<file path="src/rtl/core/ske_pkg.sv">
package ske_pkg;

    // Fixed field widths
    localparam int KEYCODE_W = 10;
    localparam int SCAN_W    = 32;
    localparam int INDEX_W   = 6;

    // Request codes
    localparam logic [1:0] REQ_LOAD   = 2'd0;
    localparam logic [1:0] REQ_REPORT = 2'd1;
    localparam logic [1:0] REQ_GET    = 2'd2;
    localparam logic [1:0] REQ_SET    = 2'd3;

    // Entry types
    localparam logic [1:0] KE_IGNORE = 2'd0;
    localparam logic [1:0] KE_KEY    = 2'd1;
    localparam logic [1:0] KE_SW     = 2'd2;
    localparam logic [1:0] KE_VSW    = 2'd3;

    // Result kinds
    localparam logic [2:0] MSC_SCAN    = 3'd0;
    localparam logic [2:0] KIND_KEY    = 3'd1;
    localparam logic [2:0] KIND_SWITCH = 3'd2;
    localparam logic [2:0] KIND_SYNC   = 3'd3;
    localparam logic [2:0] KIND_REPLY  = 3'd4;

    // Configuration register indexes and reset values
    localparam logic       REG_TABLE_SIZE      = 1'b0;
    localparam logic       REG_UNKNOWN_KEYCODE = 1'b1;
    localparam logic [6:0] TABLE_SIZE_RST      = 7'd0;
    localparam logic [9:0] KEY_UNKNOWN         = 10'd240;

    typedef enum logic [3:0] {
        ST_IDLE,
        ST_LOAD,
        ST_LOAD_CAP,
        ST_SCAN,
        ST_SET_WR,
        ST_SCAN2,
        ST_CAP_RD,
        ST_CAP_WR,
        ST_EMIT
    } state_t;

    typedef struct packed {
        logic [1:0]           etype;
        logic [SCAN_W-1:0]    scancode;
        logic [KEYCODE_W-1:0] keycode;
        logic [3:0]           switch_code;
        logic                 switch_state;
    } slot_entry_t;

    typedef struct packed {
        logic [1:0]           req_type;
        logic                 by_index;
        logic [INDEX_W-1:0]   key_index;
        logic [SCAN_W-1:0]    scancode;
        logic [KEYCODE_W-1:0] keycode;
        logic [1:0]           entry_type;
        logic [3:0]           switch_code;
        logic                 switch_state;
        logic [5:0]           slot;
        logic [31:0]          value;
        logic                 autorelease;
    } req_t;

    typedef struct packed {
        logic [2:0]           kind;
        logic [KEYCODE_W-1:0] code;
        logic [31:0]          value;
        logic                 found;
        logic [KEYCODE_W-1:0] reply_keycode;
        logic [INDEX_W-1:0]   reply_index;
        logic [SCAN_W-1:0]    reply_scancode;
        logic                 dropped;
        logic                 last;
    } result_t;

    typedef struct packed {
        logic                 we;
        logic                 wbit;
        logic [KEYCODE_W-1:0] addr;
    } cap_req_t;

endpackage

</file>
<file path="src/rtl/core/ske_slot_mem.sv">
module ske_slot_mem #(
    parameter int ENTRIES = 64
) (
    input  logic                        clk,
    input  logic                        we,
    input  logic [$clog2(ENTRIES)-1:0]  waddr,
    input  ske_pkg::slot_entry_t        wdata,
    input  logic [$clog2(ENTRIES)-1:0]  raddr,
    output ske_pkg::slot_entry_t        rdata
);

    ske_pkg::slot_entry_t mem [ENTRIES];

    // Write one slot, read one slot with registered data
    always_ff @(posedge clk)
    begin
        if (we)
        begin
            mem[waddr] <= wdata;
        end
        rdata <= mem[raddr];
    end

endmodule

</file>
<file path="src/rtl/core/ske_cap_mem.sv">
module ske_cap_mem #(
    parameter int KEYCODES = 768
) (
    input  logic              clk,
    input  logic              rst_n,
    input  ske_pkg::cap_req_t req,
    output logic              rbit,
    output logic              busy
);

    localparam int KW = $clog2(KEYCODES);
    localparam logic [31:0] LAST_CODE = 32'(KEYCODES - 1);

    logic          cap_mem [KEYCODES];
    logic [KW-1:0] clr_cnt_reg;
    logic [KW-1:0] clr_cnt_next;
    logic          clr_busy_reg;
    logic          clr_busy_next;

    // Advance the clearing sweep after reset
    always_comb
    begin
        clr_cnt_next  = clr_cnt_reg;
        clr_busy_next = clr_busy_reg;
        if (clr_busy_reg)
        begin
            clr_cnt_next = clr_cnt_reg + 1'b1;
            if (32'(clr_cnt_reg) == LAST_CODE)
            begin
                clr_busy_next = 1'b0;
            end
        end
    end

    always_ff @(posedge clk or negedge rst_n)
    begin
        if (!rst_n)
        begin
            clr_cnt_reg  <= '0;
            clr_busy_reg <= 1'b1;
        end
        else
        begin
            clr_cnt_reg  <= clr_cnt_next;
            clr_busy_reg <= clr_busy_next;
        end
    end

    // Clear or write one bit, read one bit with registered data
    always_ff @(posedge clk)
    begin
        if (clr_busy_reg)
        begin
            cap_mem[clr_cnt_reg] <= 1'b0;
        end
        else if (req.we)
        begin
            cap_mem[req.addr[KW-1:0]] <= req.wbit;
        end
        rbit <= cap_mem[req.addr[KW-1:0]];
    end

    assign busy = clr_busy_reg;

endmodule

</file>
<file path="src/rtl/core/ske_seq.sv">
module ske_seq #(
    parameter int ENTRIES  = 64,
    parameter int KEYCODES = 768
) (
    input  logic                       clk,
    input  logic                       rst_n,
    input  logic                       in_valid,
    input  ske_pkg::req_t              in_req,
    output logic                       in_stall,
    input  logic [6:0]                 table_size,
    input  logic [9:0]                 unknown_keycode,
    output logic                       mem_we,
    output logic [$clog2(ENTRIES)-1:0] mem_waddr,
    output ske_pkg::slot_entry_t       mem_wdata,
    output logic [$clog2(ENTRIES)-1:0] mem_raddr,
    input  ske_pkg::slot_entry_t       mem_rdata,
    output ske_pkg::cap_req_t          cap_req,
    input  logic                       cap_rbit,
    input  logic                       cap_busy,
    output logic                       out_valid,
    input  logic                       out_stall,
    output ske_pkg::result_t           out_res
);

    localparam int AW    = $clog2(ENTRIES);
    localparam int CNT_W = $clog2(ENTRIES + 1);
    localparam logic [31:0] ENT_LIM = 32'(ENTRIES);
    localparam logic [31:0] KC_LIM  = 32'(KEYCODES);

    ske_pkg::state_t      state_reg, state_next;
    ske_pkg::req_t        req_reg, req_next;
    logic [CNT_W-1:0]     scan_addr_reg, scan_addr_next;
    logic                 pend_reg, pend_next;
    logic [AW-1:0]        rd_addr_reg, rd_addr_next;
    logic [CNT_W-1:0]     key_cnt_reg, key_cnt_next;
    ske_pkg::slot_entry_t hit_entry_reg, hit_entry_next;
    logic [AW-1:0]        hit_addr_reg, hit_addr_next;
    logic [5:0]           hit_idx_reg, hit_idx_next;
    logic                 found_reg, found_next;
    logic                 dropped_reg, dropped_next;
    logic [2:0]           emit_cnt_reg, emit_cnt_next;
    logic [2:0]           emit_num_reg, emit_num_next;
    logic                 out_valid_reg, out_valid_next;
    ske_pkg::result_t     out_res_reg, out_res_next;

    logic [31:0]          used_w;
    logic [CNT_W-1:0]     used;
    logic                 addr_left;
    ske_pkg::slot_entry_t ent;
    logic                 is_key;
    logic                 scan_match;
    logic                 idx_match;
    logic                 still_match;
    logic                 ev_stop;
    logic                 ev_hit;
    logic                 stop_now;
    logic                 found_now;
    logic                 scan_done;
    logic                 can_emit;
    logic                 emit_last;
    logic                 accept;
    logic                 stall_w;
    logic [31:0]          slot_w;
    logic                 slot_ok;
    logic                 kc_ok;
    logic                 in_kc_ok;
    logic                 unk_ok;
    logic                 old_ok;
    logic [1:0]           rep_type;
    logic                 rep_ar;
    logic [2:0]           rep_num;
    ske_pkg::slot_entry_t load_ent;
    ske_pkg::slot_entry_t set_ent;
    ske_pkg::result_t     emit_res;
    logic                 rep_key;
    logic [9:0]           rep_code;

    // Slots in use, capped at the table depth
    assign used_w    = (32'(table_size) > ENT_LIM) ? ENT_LIM : 32'(table_size);
    assign used      = used_w[CNT_W-1:0];
    assign addr_left = scan_addr_reg < used;

    // Evaluate the entry read in the previous cycle
    assign ent         = mem_rdata;
    assign is_key      = ent.etype == ske_pkg::KE_KEY;
    assign scan_match  = ent.scancode == req_reg.scancode;
    assign idx_match   = 32'(key_cnt_reg) == 32'(req_reg.key_index);
    assign still_match = is_key && (ent.keycode == hit_entry_reg.keycode);

    always_comb
    begin
        ev_stop = 1'b0;
        ev_hit  = 1'b0;
        if (state_reg == ske_pkg::ST_SCAN2)
        begin
            ev_stop = still_match;
            ev_hit  = still_match;
        end
        else if (req_reg.req_type == ske_pkg::REQ_REPORT)
        begin
            ev_stop = scan_match;
            ev_hit  = scan_match;
        end
        else if (req_reg.by_index)
        begin
            ev_stop = is_key && idx_match;
            ev_hit  = is_key && idx_match;
        end
        else
        begin
            ev_stop = scan_match;
            ev_hit  = scan_match && is_key;
        end
    end

    assign stop_now  = pend_reg && ev_stop;
    assign found_now = pend_reg && ev_hit;
    assign scan_done = stop_now || (!pend_reg && !addr_left);

    assign stall_w   = (state_reg != ske_pkg::ST_IDLE) || cap_busy;
    assign accept    = in_valid && !stall_w;
    assign can_emit  = !out_valid_reg || !out_stall;
    assign emit_last = emit_cnt_reg == (emit_num_reg - 3'd1);

    assign slot_w   = 32'(req_reg.slot);
    assign slot_ok  = slot_w < ENT_LIM;
    assign kc_ok    = 32'(req_reg.keycode) < KC_LIM;
    assign in_kc_ok = 32'(in_req.keycode) < KC_LIM;
    assign unk_ok   = 32'(unknown_keycode) < KC_LIM;
    assign old_ok   = 32'(hit_entry_reg.keycode) < KC_LIM;

    // Count the results of a report from the located entry, or as a key when none is found
    always_comb
    begin
        rep_type = found_now ? ent.etype : ske_pkg::KE_KEY;
        rep_ar   = found_now ? req_reg.autorelease : 1'b1;
        case (rep_type)
            ske_pkg::KE_KEY:
            begin
                rep_num = ((req_reg.value != '0) && rep_ar) ? 3'd5 : 3'd3;
            end
            ske_pkg::KE_SW, ske_pkg::KE_VSW:
            begin
                rep_num = 3'd1;
            end
            default:
            begin
                rep_num = 3'd0;
            end
        endcase
    end

    assign load_ent = '{etype: req_reg.entry_type, scancode: req_reg.scancode,
                        keycode: req_reg.keycode, switch_code: req_reg.switch_code,
                        switch_state: req_reg.switch_state};

    always_comb
    begin
        set_ent         = hit_entry_reg;
        set_ent.keycode = req_reg.keycode;
    end

    // Build the result for the current emit step
    assign rep_key  = !found_reg || (hit_entry_reg.etype == ske_pkg::KE_KEY);
    assign rep_code = found_reg ? hit_entry_reg.keycode : unknown_keycode;

    always_comb
    begin
        emit_res      = '0;
        emit_res.last = emit_last;
        if (req_reg.req_type == ske_pkg::REQ_REPORT)
        begin
            emit_res.found = found_reg;
            if (rep_key)
            begin
                case (emit_cnt_reg)
                    3'd0:
                    begin
                        emit_res.kind  = ske_pkg::MSC_SCAN;
                        emit_res.value = req_reg.scancode;
                    end
                    3'd1:
                    begin
                        emit_res.kind  = ske_pkg::KIND_KEY;
                        emit_res.code  = rep_code;
                        emit_res.value = req_reg.value;
                    end
                    3'd3:
                    begin
                        emit_res.kind = ske_pkg::KIND_KEY;
                        emit_res.code = rep_code;
                    end
                    default:
                    begin
                        emit_res.kind = ske_pkg::KIND_SYNC;
                    end
                endcase
            end
            else
            begin
                emit_res.kind  = ske_pkg::KIND_SWITCH;
                emit_res.code  = 10'(hit_entry_reg.switch_code);
                emit_res.value = (hit_entry_reg.etype == ske_pkg::KE_SW)
                               ? 32'(hit_entry_reg.switch_state) : req_reg.value;
            end
        end
        else
        begin
            emit_res.kind  = ske_pkg::KIND_REPLY;
            emit_res.found = found_reg;
            if (found_reg && (req_reg.req_type != ske_pkg::REQ_LOAD))
            begin
                emit_res.reply_keycode  = hit_entry_reg.keycode;
                emit_res.reply_index    = hit_idx_reg;
                emit_res.reply_scancode = hit_entry_reg.scancode;
                emit_res.dropped        = dropped_reg;
            end
        end
    end

    // Next state
    always_comb
    begin
        state_next = state_reg;
        case (state_reg)
            ske_pkg::ST_IDLE:
            begin
                if (accept)
                begin
                    case (in_req.req_type)
                        ske_pkg::REQ_LOAD:
                        begin
                            state_next = ske_pkg::ST_LOAD;
                        end
                        ske_pkg::REQ_SET:
                        begin
                            state_next = in_kc_ok ? ske_pkg::ST_SCAN : ske_pkg::ST_EMIT;
                        end
                        default:
                        begin
                            state_next = ske_pkg::ST_SCAN;
                        end
                    endcase
                end
            end
            ske_pkg::ST_LOAD:
            begin
                state_next = (slot_ok && (req_reg.entry_type == ske_pkg::KE_KEY))
                           ? ske_pkg::ST_LOAD_CAP : ske_pkg::ST_EMIT;
            end
            ske_pkg::ST_LOAD_CAP:
            begin
                state_next = ske_pkg::ST_EMIT;
            end
            ske_pkg::ST_SCAN:
            begin
                if (scan_done)
                begin
                    case (req_reg.req_type)
                        ske_pkg::REQ_REPORT:
                        begin
                            state_next = (rep_num == 3'd0) ? ske_pkg::ST_IDLE
                                                           : ske_pkg::ST_EMIT;
                        end
                        ske_pkg::REQ_SET:
                        begin
                            state_next = found_now ? ske_pkg::ST_SET_WR : ske_pkg::ST_EMIT;
                        end
                        default:
                        begin
                            state_next = ske_pkg::ST_EMIT;
                        end
                    endcase
                end
            end
            ske_pkg::ST_SET_WR:
            begin
                state_next = ske_pkg::ST_SCAN2;
            end
            ske_pkg::ST_SCAN2:
            begin
                if (scan_done)
                begin
                    state_next = (!found_now && old_ok) ? ske_pkg::ST_CAP_RD
                                                        : ske_pkg::ST_EMIT;
                end
            end
            ske_pkg::ST_CAP_RD:
            begin
                state_next = ske_pkg::ST_CAP_WR;
            end
            ske_pkg::ST_CAP_WR:
            begin
                state_next = ske_pkg::ST_EMIT;
            end
            ske_pkg::ST_EMIT:
            begin
                if (can_emit && emit_last)
                begin
                    state_next = ske_pkg::ST_IDLE;
                end
            end
            default:
            begin
                state_next = ske_pkg::ST_IDLE;
            end
        endcase
    end

    // Datapath, memory accesses and output register
    always_comb
    begin
        req_next       = req_reg;
        scan_addr_next = scan_addr_reg;
        pend_next      = pend_reg;
        rd_addr_next   = rd_addr_reg;
        key_cnt_next   = key_cnt_reg;
        hit_entry_next = hit_entry_reg;
        hit_addr_next  = hit_addr_reg;
        hit_idx_next   = hit_idx_reg;
        found_next     = found_reg;
        dropped_next   = dropped_reg;
        emit_cnt_next  = emit_cnt_reg;
        emit_num_next  = emit_num_reg;
        out_valid_next = out_valid_reg && out_stall;
        out_res_next   = out_res_reg;
        mem_we         = 1'b0;
        mem_waddr      = hit_addr_reg;
        mem_wdata      = set_ent;
        cap_req        = '0;

        case (state_reg)
            ske_pkg::ST_IDLE:
            begin
                if (accept)
                begin
                    req_next       = in_req;
                    scan_addr_next = '0;
                    pend_next      = 1'b0;
                    key_cnt_next   = '0;
                    found_next     = 1'b0;
                    dropped_next   = 1'b0;
                    emit_cnt_next  = '0;
                    emit_num_next  = 3'd1;
                end
            end
            ske_pkg::ST_LOAD:
            begin
                found_next = slot_ok;
                if (slot_ok)
                begin
                    mem_we    = 1'b1;
                    mem_waddr = slot_w[AW-1:0];
                    mem_wdata = load_ent;
                    if ((req_reg.entry_type == ske_pkg::KE_KEY) && kc_ok)
                    begin
                        cap_req.we   = 1'b1;
                        cap_req.wbit = 1'b1;
                        cap_req.addr = req_reg.keycode;
                    end
                end
            end
            ske_pkg::ST_LOAD_CAP:
            begin
                cap_req.we   = unk_ok;
                cap_req.wbit = 1'b1;
                cap_req.addr = unknown_keycode;
            end
            ske_pkg::ST_SCAN, ske_pkg::ST_SCAN2:
            begin
                // Issue the next read unless the scan stops here
                pend_next = !stop_now && addr_left;
                if (!stop_now && addr_left)
                begin
                    scan_addr_next = scan_addr_reg + 1'b1;
                    rd_addr_next   = scan_addr_reg[AW-1:0];
                end
                if (state_reg == ske_pkg::ST_SCAN)
                begin
                    if (pend_reg && !ev_stop && is_key)
                    begin
                        key_cnt_next = key_cnt_reg + 1'b1;
                    end
                    if (found_now)
                    begin
                        hit_entry_next = ent;
                        hit_addr_next  = rd_addr_reg;
                        hit_idx_next   = 6'(key_cnt_reg);
                    end
                    if (scan_done)
                    begin
                        found_next    = found_now;
                        emit_num_next = (req_reg.req_type == ske_pkg::REQ_REPORT)
                                      ? rep_num : 3'd1;
                    end
                end
                else if (scan_done)
                begin
                    dropped_next = !found_now && old_ok;
                end
            end
            ske_pkg::ST_SET_WR:
            begin
                mem_we         = 1'b1;
                mem_waddr      = hit_addr_reg;
                mem_wdata      = set_ent;
                cap_req.we     = 1'b1;
                cap_req.wbit   = 1'b1;
                cap_req.addr   = req_reg.keycode;
                scan_addr_next = '0;
                pend_next      = 1'b0;
            end
            ske_pkg::ST_CAP_RD:
            begin
                cap_req.addr = hit_entry_reg.keycode;
            end
            ske_pkg::ST_CAP_WR:
            begin
                // Drop the bit only when it is still set
                cap_req.we   = cap_rbit;
                cap_req.wbit = 1'b0;
                cap_req.addr = hit_entry_reg.keycode;
            end
            ske_pkg::ST_EMIT:
            begin
                if (can_emit)
                begin
                    out_res_next   = emit_res;
                    out_valid_next = 1'b1;
                    emit_cnt_next  = emit_cnt_reg + 3'd1;
                end
            end
            default:
            begin
                out_valid_next = out_valid_reg && out_stall;
            end
        endcase
    end

    // Control state
    always_ff @(posedge clk or negedge rst_n)
    begin
        if (!rst_n)
        begin
            state_reg     <= ske_pkg::ST_IDLE;
            scan_addr_reg <= '0;
            pend_reg      <= 1'b0;
            key_cnt_reg   <= '0;
            emit_cnt_reg  <= '0;
            emit_num_reg  <= '0;
            out_valid_reg <= 1'b0;
        end
        else
        begin
            state_reg     <= state_next;
            scan_addr_reg <= scan_addr_next;
            pend_reg      <= pend_next;
            key_cnt_reg   <= key_cnt_next;
            emit_cnt_reg  <= emit_cnt_next;
            emit_num_reg  <= emit_num_next;
            out_valid_reg <= out_valid_next;
        end
    end

    // Payload
    always_ff @(posedge clk)
    begin
        req_reg       <= req_next;
        rd_addr_reg   <= rd_addr_next;
        hit_entry_reg <= hit_entry_next;
        hit_addr_reg  <= hit_addr_next;
        hit_idx_reg   <= hit_idx_next;
        found_reg     <= found_next;
        dropped_reg   <= dropped_next;
        out_res_reg   <= out_res_next;
    end

    assign mem_raddr = scan_addr_reg[AW-1:0];
    assign in_stall  = stall_w;
    assign out_valid = out_valid_reg;
    assign out_res   = out_res_reg;

endmodule

</file>
<file path="src/rtl/core/scancode_keymap_engine_top.sv">
// Scancode to keycode table with key capability bitmap.
//
// Input channel (in_valid / in_stall) takes one request per transfer: load a
// slot, report a scancode, or get / set the keycode of a key entry. Output
// channel (out_valid / out_stall) returns the results of a request in order,
// one per transfer; last_result marks the final one. A report on an ignore
// entry returns nothing. Registers are to be written on cfg_we only while
// idle; the user is bound to this, the block does not enforce it.
//
// Report and get scan the slots in use through the slot memory, one slot per
// cycle. A set that locates its entry rewrites it, scans the slots a second
// time and updates the capability memory. One request is in flight at a
// time; the next is taken once the last result sits in the output register.
//
// After reset the capability memory is swept clear, one keycode per cycle;
// in_stall stays high meanwhile. A stalled output holds its result and the
// request sequencer waits on it before emitting the next result.
module scancode_keymap_engine_top #(
    parameter int ENTRIES  = 64,
    parameter int KEYCODES = 768
) (
    input  logic        clk,
    input  logic        rst_n,
    input  logic        in_valid,
    output logic        in_stall,
    input  logic [1:0]  req_type,
    input  logic        by_index,
    input  logic [5:0]  key_index,
    input  logic [31:0] scancode,
    input  logic [9:0]  keycode,
    input  logic [1:0]  entry_type,
    input  logic [3:0]  switch_code,
    input  logic        switch_state,
    input  logic [5:0]  slot,
    input  logic [31:0] value,
    input  logic        autorelease,
    output logic        out_valid,
    input  logic        out_stall,
    output logic [2:0]  result_kind,
    output logic [9:0]  result_code,
    output logic [31:0] result_value,
    output logic        found,
    output logic [9:0]  reply_keycode,
    output logic [5:0]  reply_index,
    output logic [31:0] reply_scancode,
    output logic        old_code_dropped,
    output logic        last_result,
    input  logic        cfg_we,
    input  logic        cfg_index,
    input  logic [9:0]  cfg_wdata
);

    localparam int AW = $clog2(ENTRIES);

    logic [6:0]           table_size_reg;
    logic [6:0]           table_size_next;
    logic [9:0]           unknown_keycode_reg;
    logic [9:0]           unknown_keycode_next;
    ske_pkg::req_t        in_req;
    ske_pkg::result_t     out_res;
    logic                 mem_we;
    logic [AW-1:0]        mem_waddr;
    ske_pkg::slot_entry_t mem_wdata;
    logic [AW-1:0]        mem_raddr;
    ske_pkg::slot_entry_t mem_rdata;
    ske_pkg::cap_req_t    cap_req;
    logic                 cap_rbit;
    logic                 cap_busy;

    // Configuration registers
    always_comb
    begin
        table_size_next      = table_size_reg;
        unknown_keycode_next = unknown_keycode_reg;
        if (cfg_we)
        begin
            case (cfg_index)
                ske_pkg::REG_TABLE_SIZE:
                begin
                    table_size_next = cfg_wdata[6:0];
                end
                ske_pkg::REG_UNKNOWN_KEYCODE:
                begin
                    unknown_keycode_next = cfg_wdata;
                end
                default:
                begin
                    table_size_next = table_size_reg;
                end
            endcase
        end
    end

    always_ff @(posedge clk or negedge rst_n)
    begin
        if (!rst_n)
        begin
            table_size_reg      <= ske_pkg::TABLE_SIZE_RST;
            unknown_keycode_reg <= ske_pkg::KEY_UNKNOWN;
        end
        else
        begin
            table_size_reg      <= table_size_next;
            unknown_keycode_reg <= unknown_keycode_next;
        end
    end

    // Gather the request fields
    assign in_req = '{req_type: req_type, by_index: by_index, key_index: key_index,
                      scancode: scancode, keycode: keycode, entry_type: entry_type,
                      switch_code: switch_code, switch_state: switch_state,
                      slot: slot, value: value, autorelease: autorelease};

    ske_slot_mem #(
        .ENTRIES (ENTRIES)
    ) u_slot_mem (
        .clk   (clk),
        .we    (mem_we),
        .waddr (mem_waddr),
        .wdata (mem_wdata),
        .raddr (mem_raddr),
        .rdata (mem_rdata)
    );

    ske_cap_mem #(
        .KEYCODES (KEYCODES)
    ) u_cap_mem (
        .clk   (clk),
        .rst_n (rst_n),
        .req   (cap_req),
        .rbit  (cap_rbit),
        .busy  (cap_busy)
    );

    ske_seq #(
        .ENTRIES  (ENTRIES),
        .KEYCODES (KEYCODES)
    ) u_seq (
        .clk             (clk),
        .rst_n           (rst_n),
        .in_valid        (in_valid),
        .in_req          (in_req),
        .in_stall        (in_stall),
        .table_size      (table_size_reg),
        .unknown_keycode (unknown_keycode_reg),
        .mem_we          (mem_we),
        .mem_waddr       (mem_waddr),
        .mem_wdata       (mem_wdata),
        .mem_raddr       (mem_raddr),
        .mem_rdata       (mem_rdata),
        .cap_req         (cap_req),
        .cap_rbit        (cap_rbit),
        .cap_busy        (cap_busy),
        .out_valid       (out_valid),
        .out_stall       (out_stall),
        .out_res         (out_res)
    );

    // Spread the result onto the output ports
    assign result_kind      = out_res.kind;
    assign result_code      = out_res.code;
    assign result_value     = out_res.value;
    assign found            = out_res.found;
    assign reply_keycode    = out_res.reply_keycode;
    assign reply_index      = out_res.reply_index;
    assign reply_scancode   = out_res.reply_scancode;
    assign old_code_dropped = out_res.dropped;
    assign last_result      = out_res.last;

`ifndef SYNTHESIS
    // One request at a time: the cycle after a transfer in, the input stalls
    assert property (@(posedge clk) disable iff (!rst_n)
        in_valid && !in_stall |=> in_stall)
        else $error("input taken while a request is in progress");

    // A reply is always the only and final result of its request
    assert property (@(posedge clk) disable iff (!rst_n)
        out_valid && (result_kind == ske_pkg::KIND_REPLY) |-> last_result)
        else $error("reply not marked as last result");

    // A dropped capability bit only comes with a located set reply
    assert property (@(posedge clk) disable iff (!rst_n)
        out_valid && old_code_dropped |-> found && (result_kind == ske_pkg::KIND_REPLY))
        else $error("dropped flag on a result that is not a found reply");
`endif

endmodule
</file>
<file path="config.mk">
export PLATFORM = sky130hd
export DESIGN_NAME = scancode_keymap_engine_top
export DESIGN_NICKNAME = d
export VERILOG_FILES = /design/src/rtl/core/ske_pkg.sv /design/src/rtl/core/ske_slot_mem.sv /design/src/rtl/core/ske_cap_mem.sv /design/src/rtl/core/ske_seq.sv /design/src/rtl/core/scancode_keymap_engine_top.sv
export SDC_FILE = /design/constraint.sdc
export NUM_CORES = 2
export LEC_CHECK = 0
export ABC_CLOCK_PERIOD_IN_PS = 6000
export BUFFER_PORTS_ARGS = -buffer_cell sky130_fd_sc_hd__buf_2
export CELL_PAD_IN_SITES_DETAIL_PLACEMENT = 1
export CELL_PAD_IN_SITES_GLOBAL_PLACEMENT = 1
export CORE_MARGIN = 4
export CORE_UTILIZATION = 30
export CTS_BUF_LIST = sky130_fd_sc_hd__clkbuf_4 sky130_fd_sc_hd__clkbuf_8
export DETAILED_ROUTE_END_ITERATION = 7
export PLACE_DENSITY = 0.48
export SLEW_MARGIN = 10
export SYNTH_ARGS = -nofsm -noshare
export SYNTH_HDL_FRONTEND = slang
export SYNTH_SLANG_ARGS = --single-unit
</file>
<file path="constraint.sdc">
create_clock -name clk -period 6 [get_ports clk]
set_input_delay 0.3 -clock clk [delete_from_list [all_inputs] [get_ports clk]]
set_output_delay 0.3 -clock clk [all_outputs]
set_load 0.01 [all_outputs]
</file>
==> results_dict.tcl <==
set metrics [dict create \
    period_minus_slack_ns 4.864 \
    grt_usage 0.1804 \
    hpwlAfterDp_um 247400 \
    crit_path_start_kind "flop" \
    synth_async_sr_flop_share 0.01542 \
    ys_seq_elements 3501 \
    synth-main-ff-cell "edfxtp_1" \
    power_switching_uw 16800 \
    ant_nets 0 \
    max-slew-margin-rel 0.2461 \
    synth-edff-count 3398 \
    tightest_slew_ns 1.131 \
    grt_overflow 0 \
    met3_usage 0.03173 \
    h-tree-depth 6 \
    fmax_mhz 205.6 \
    ys_types 68 \
    skew_ns 0.05936 \
    final_area_sq_mm 0.1576 \
    antenna_found_initial 53 \
    run_status "finished, final reports clean" \
    synth_warnings 0 \
    die_h_um 673.6 \
    largest_reg_flops 3136 \
    clock_path_buffers 4 \
    use_met2 0.2935 \
    port_buffers 210 \
    synth.avg_cell_area_sq_um 24.45 \
    finalNetCount 6619 \
    routedWlPerCell_um 32.17 \
    worst_ir_drop_vdd_mv 0.2107 \
    via_count 64530 \
    synth-seq-area-share 0.7854 \
    postCtsResizedCells 0 \
    cp_data_arrival_time_ns 5.67 \
    nFillCells 42600 \
    cts_setup_buffers 0 \
    grt_pass1_wl_um 574000 \
    netlist_area_sq_mm 0.1329 \
    start_util 0.3011 \
    met1_usage 0.2528 \
    setup_viol_count_final 0 \
    fin_tns_setup_ns 0 \
    core_area_sq_mm 0.4415 \
    seqPwrFrac 0.485 \
    drv_slew 0 \
    pwr_density_cell_mw_per_mm2 383.2 \
    die-area_sq_mm 0.4537 \
    power.internal_uw 43610 \
    cts_root_buf "clkbuf_8" \
    routabilityCongestion 0.7828 \
    drc 0 \
    multi_input_area_sq_mm 0.02796 \
    drive_above_1_share 0.3744 \
    power.leakage_uw 0.04823 \
    clk_pin_slew_ns 0.06 \
    combPwrFrac 0.167 \
    cts_tree "built" \
    fin_crit_sh 0.8107 \
    hold_viol 0 \
    seq_area_sq_mm 0.1044 \
    min_path_type "in2reg" \
    clock_latency_ns 1.20 \
    rsz0062_at_grt "no" \
    cts-buffers-inserted 595 \
    dpl_cell_area_sq_mm 0.1439 \
    synth_nets 5564 \
    synth_top_area_share 0.7678 \
    setup.worst_path.end_class "flop" \
    viasPerCell 5.011 \
    syn2layout_area_growth_pct 18.61 \
    grt_pass1_vias 69510 \
    first_iter_violations 6838 \
    critPathRequiredTime_ns 6.80 \
    die_width_um 673.6 \
    io_pins 211 \
    cp_max_fo 33 \
    yosys.area.top_type "edfxtp_1" \
    synth_cells 5435 \
    grt.busiest_layer "met2" \
    grt_max_degree 81 \
    max_cap_violations 0 \
    cts_sinks 3501 \
    cts_hold_buf 226 \
    first_pass_iters 8 \
    clkPwrFrac 0.347 \
    crit_type "reg2reg" \
    netSwitchingFraction 0.2781 \
    routed_wl_um 414200 \
    rows 244 \
    netlist_top_cells_area "edfxtp_1 77%, mux4_2 17%, dfrtp_1 0.92%" \
]
## routing by layer
| metal | routed length [um] | share of wire |
|---|---|---|
| met1 | 180900 | 0.44 |
| met2 | 199000 | 0.48 |
| met3 | 25010 | 0.060 |
| met4 | 9291 | 0.022 |
| met5 | 27 | 0.000065 |
## cells by family after synthesis
kind of cell	share of synthesized area
muxes	0.1804
buffers and inverters	0.008718
adders and majority gates	0.001506
AOI/OAI and AO/OA	0.007503
xor gates and xnor gates	0.004020
and+or+nand+nor	0.01247
DFF	0.7854
## metrics by stage
| step | util | worst slack (ns) | cells | hold WS, ns | power [uW] |
|---|---|---|---|---|---|
| final | 0.3571 | 1.136 | 12880 | 0.1733 | 60410 |
| after global routing | 0.3570 | 1.108 | 12860 | 0.07927 | 62910 |
| after CTS | 0.3569 | 0.8871 | 12860 | 0.02545 | 61310 |
| after detailed placement | 0.3259 | 0.9111 | 11570 | 0.4056 | 40020 |
| after global placement | 0.3259 | 0.9522 | 11570 | 0.3995 | 39890 |
| after floorplan | - | 1.275 | 5435 | 0.004409 | 35110 |
## path summary, 6_finish.rpt
path | from | to | slack, ns | cells after the start
max reg2reg | u_seq.load_ent[43] | u_seq.hit_entry_reg[19] | 1.14 | 9
max | u_seq.load_ent[43] | u_seq.hit_entry_reg[19] | 1.14 | 9
min in group asynchronous | rst_n | unknown_keycode_reg[0] | 0.40 | 4
max in group asynchronous | rst_n | u_seq.scan_addr_reg[0] | 4.99 | 4
min | cfg_index | table_size_reg[6] | 0.17 | 5
min reg2reg | u_slot_mem.rdata[1] | u_seq.hit_entry_reg[1] | 0.42 | 0
## layout by cell type, fill, tap and decap left out, types with 16 or more instances in the layout
cell type	n
a21oi_1	23
a22o_1	33
and3_1	58
buf_12	67
buf_2	210
buf_4	221
clkbuf_4	219
clkbuf_8	618
clkinv_1	139
clkinv_2	33
clkinvlp_4	20
dfrtp_1	43
dfxtp_1	49
diode_2	19
dlygate4sd3_1	226
edfxtp_1	3398
ha_1	16
inv_1	18
mux2_2	49
mux4_2	1029
nand2_1	68
nand4_1	22
nor2_1	29
nor2_4	66
nor3_1	16
nor4_1	16
o21ai_0	21
xnor2_1	47
## worst max-delay path, cell delays in order (launching register included)
cell and delay, ns:
edfxtp_1 0.63, xnor2_1 0.78, nand4_1 0.70, nor4_2 0.74, buf_4 0.25, and3_1 0.17
o21ai_0 0.13, a21o_1 0.24, nor2_4 0.10, buf_4 0.60
## power by group through the flow
stage          registers (uW)  logic, uW  clock network, uW
2_1_floorplan           29500       5640                  0
3_3_place_gp            29800      10100                  0
3_5_place_dp            29800      10200                  0
4_1_cts                 29300      10300              21700
5_1_grt                 29400      10700              22800
6_report                29300      10100              21000
## synth_stat cells (all sizes together) (15+ instances only)
library cell,number
a21oi,23
mux2,58
dfrtp,49
mux4,1029
nor2,95
clkbuf,165
inv,19
dfxtp,49
edfxtp,3398
nand4,22
nor3,16
mux2i,15
o21ai,23
and3,58
ha,16
a22o,33
buf,101
nand2,68
nor4,18
xnor2,49
## final cells by class
| class | instances | area share |
|---|---|---|
| sequential | 3501 | 0.6623 |
| multi-input combinational | 1647 | 0.1773 |
| tap | 5904 | 0.04686 |
| inverter | 21 | 0.0005635 |
| timing repair buffer | 724 | 0.04005 |
| clock buffer | 837 | 0.06439 |
| clock inverter | 223 | 0.008239 |
| antenna | 19 | 0.0003016 |
Power figures use the tool's default switching activity.
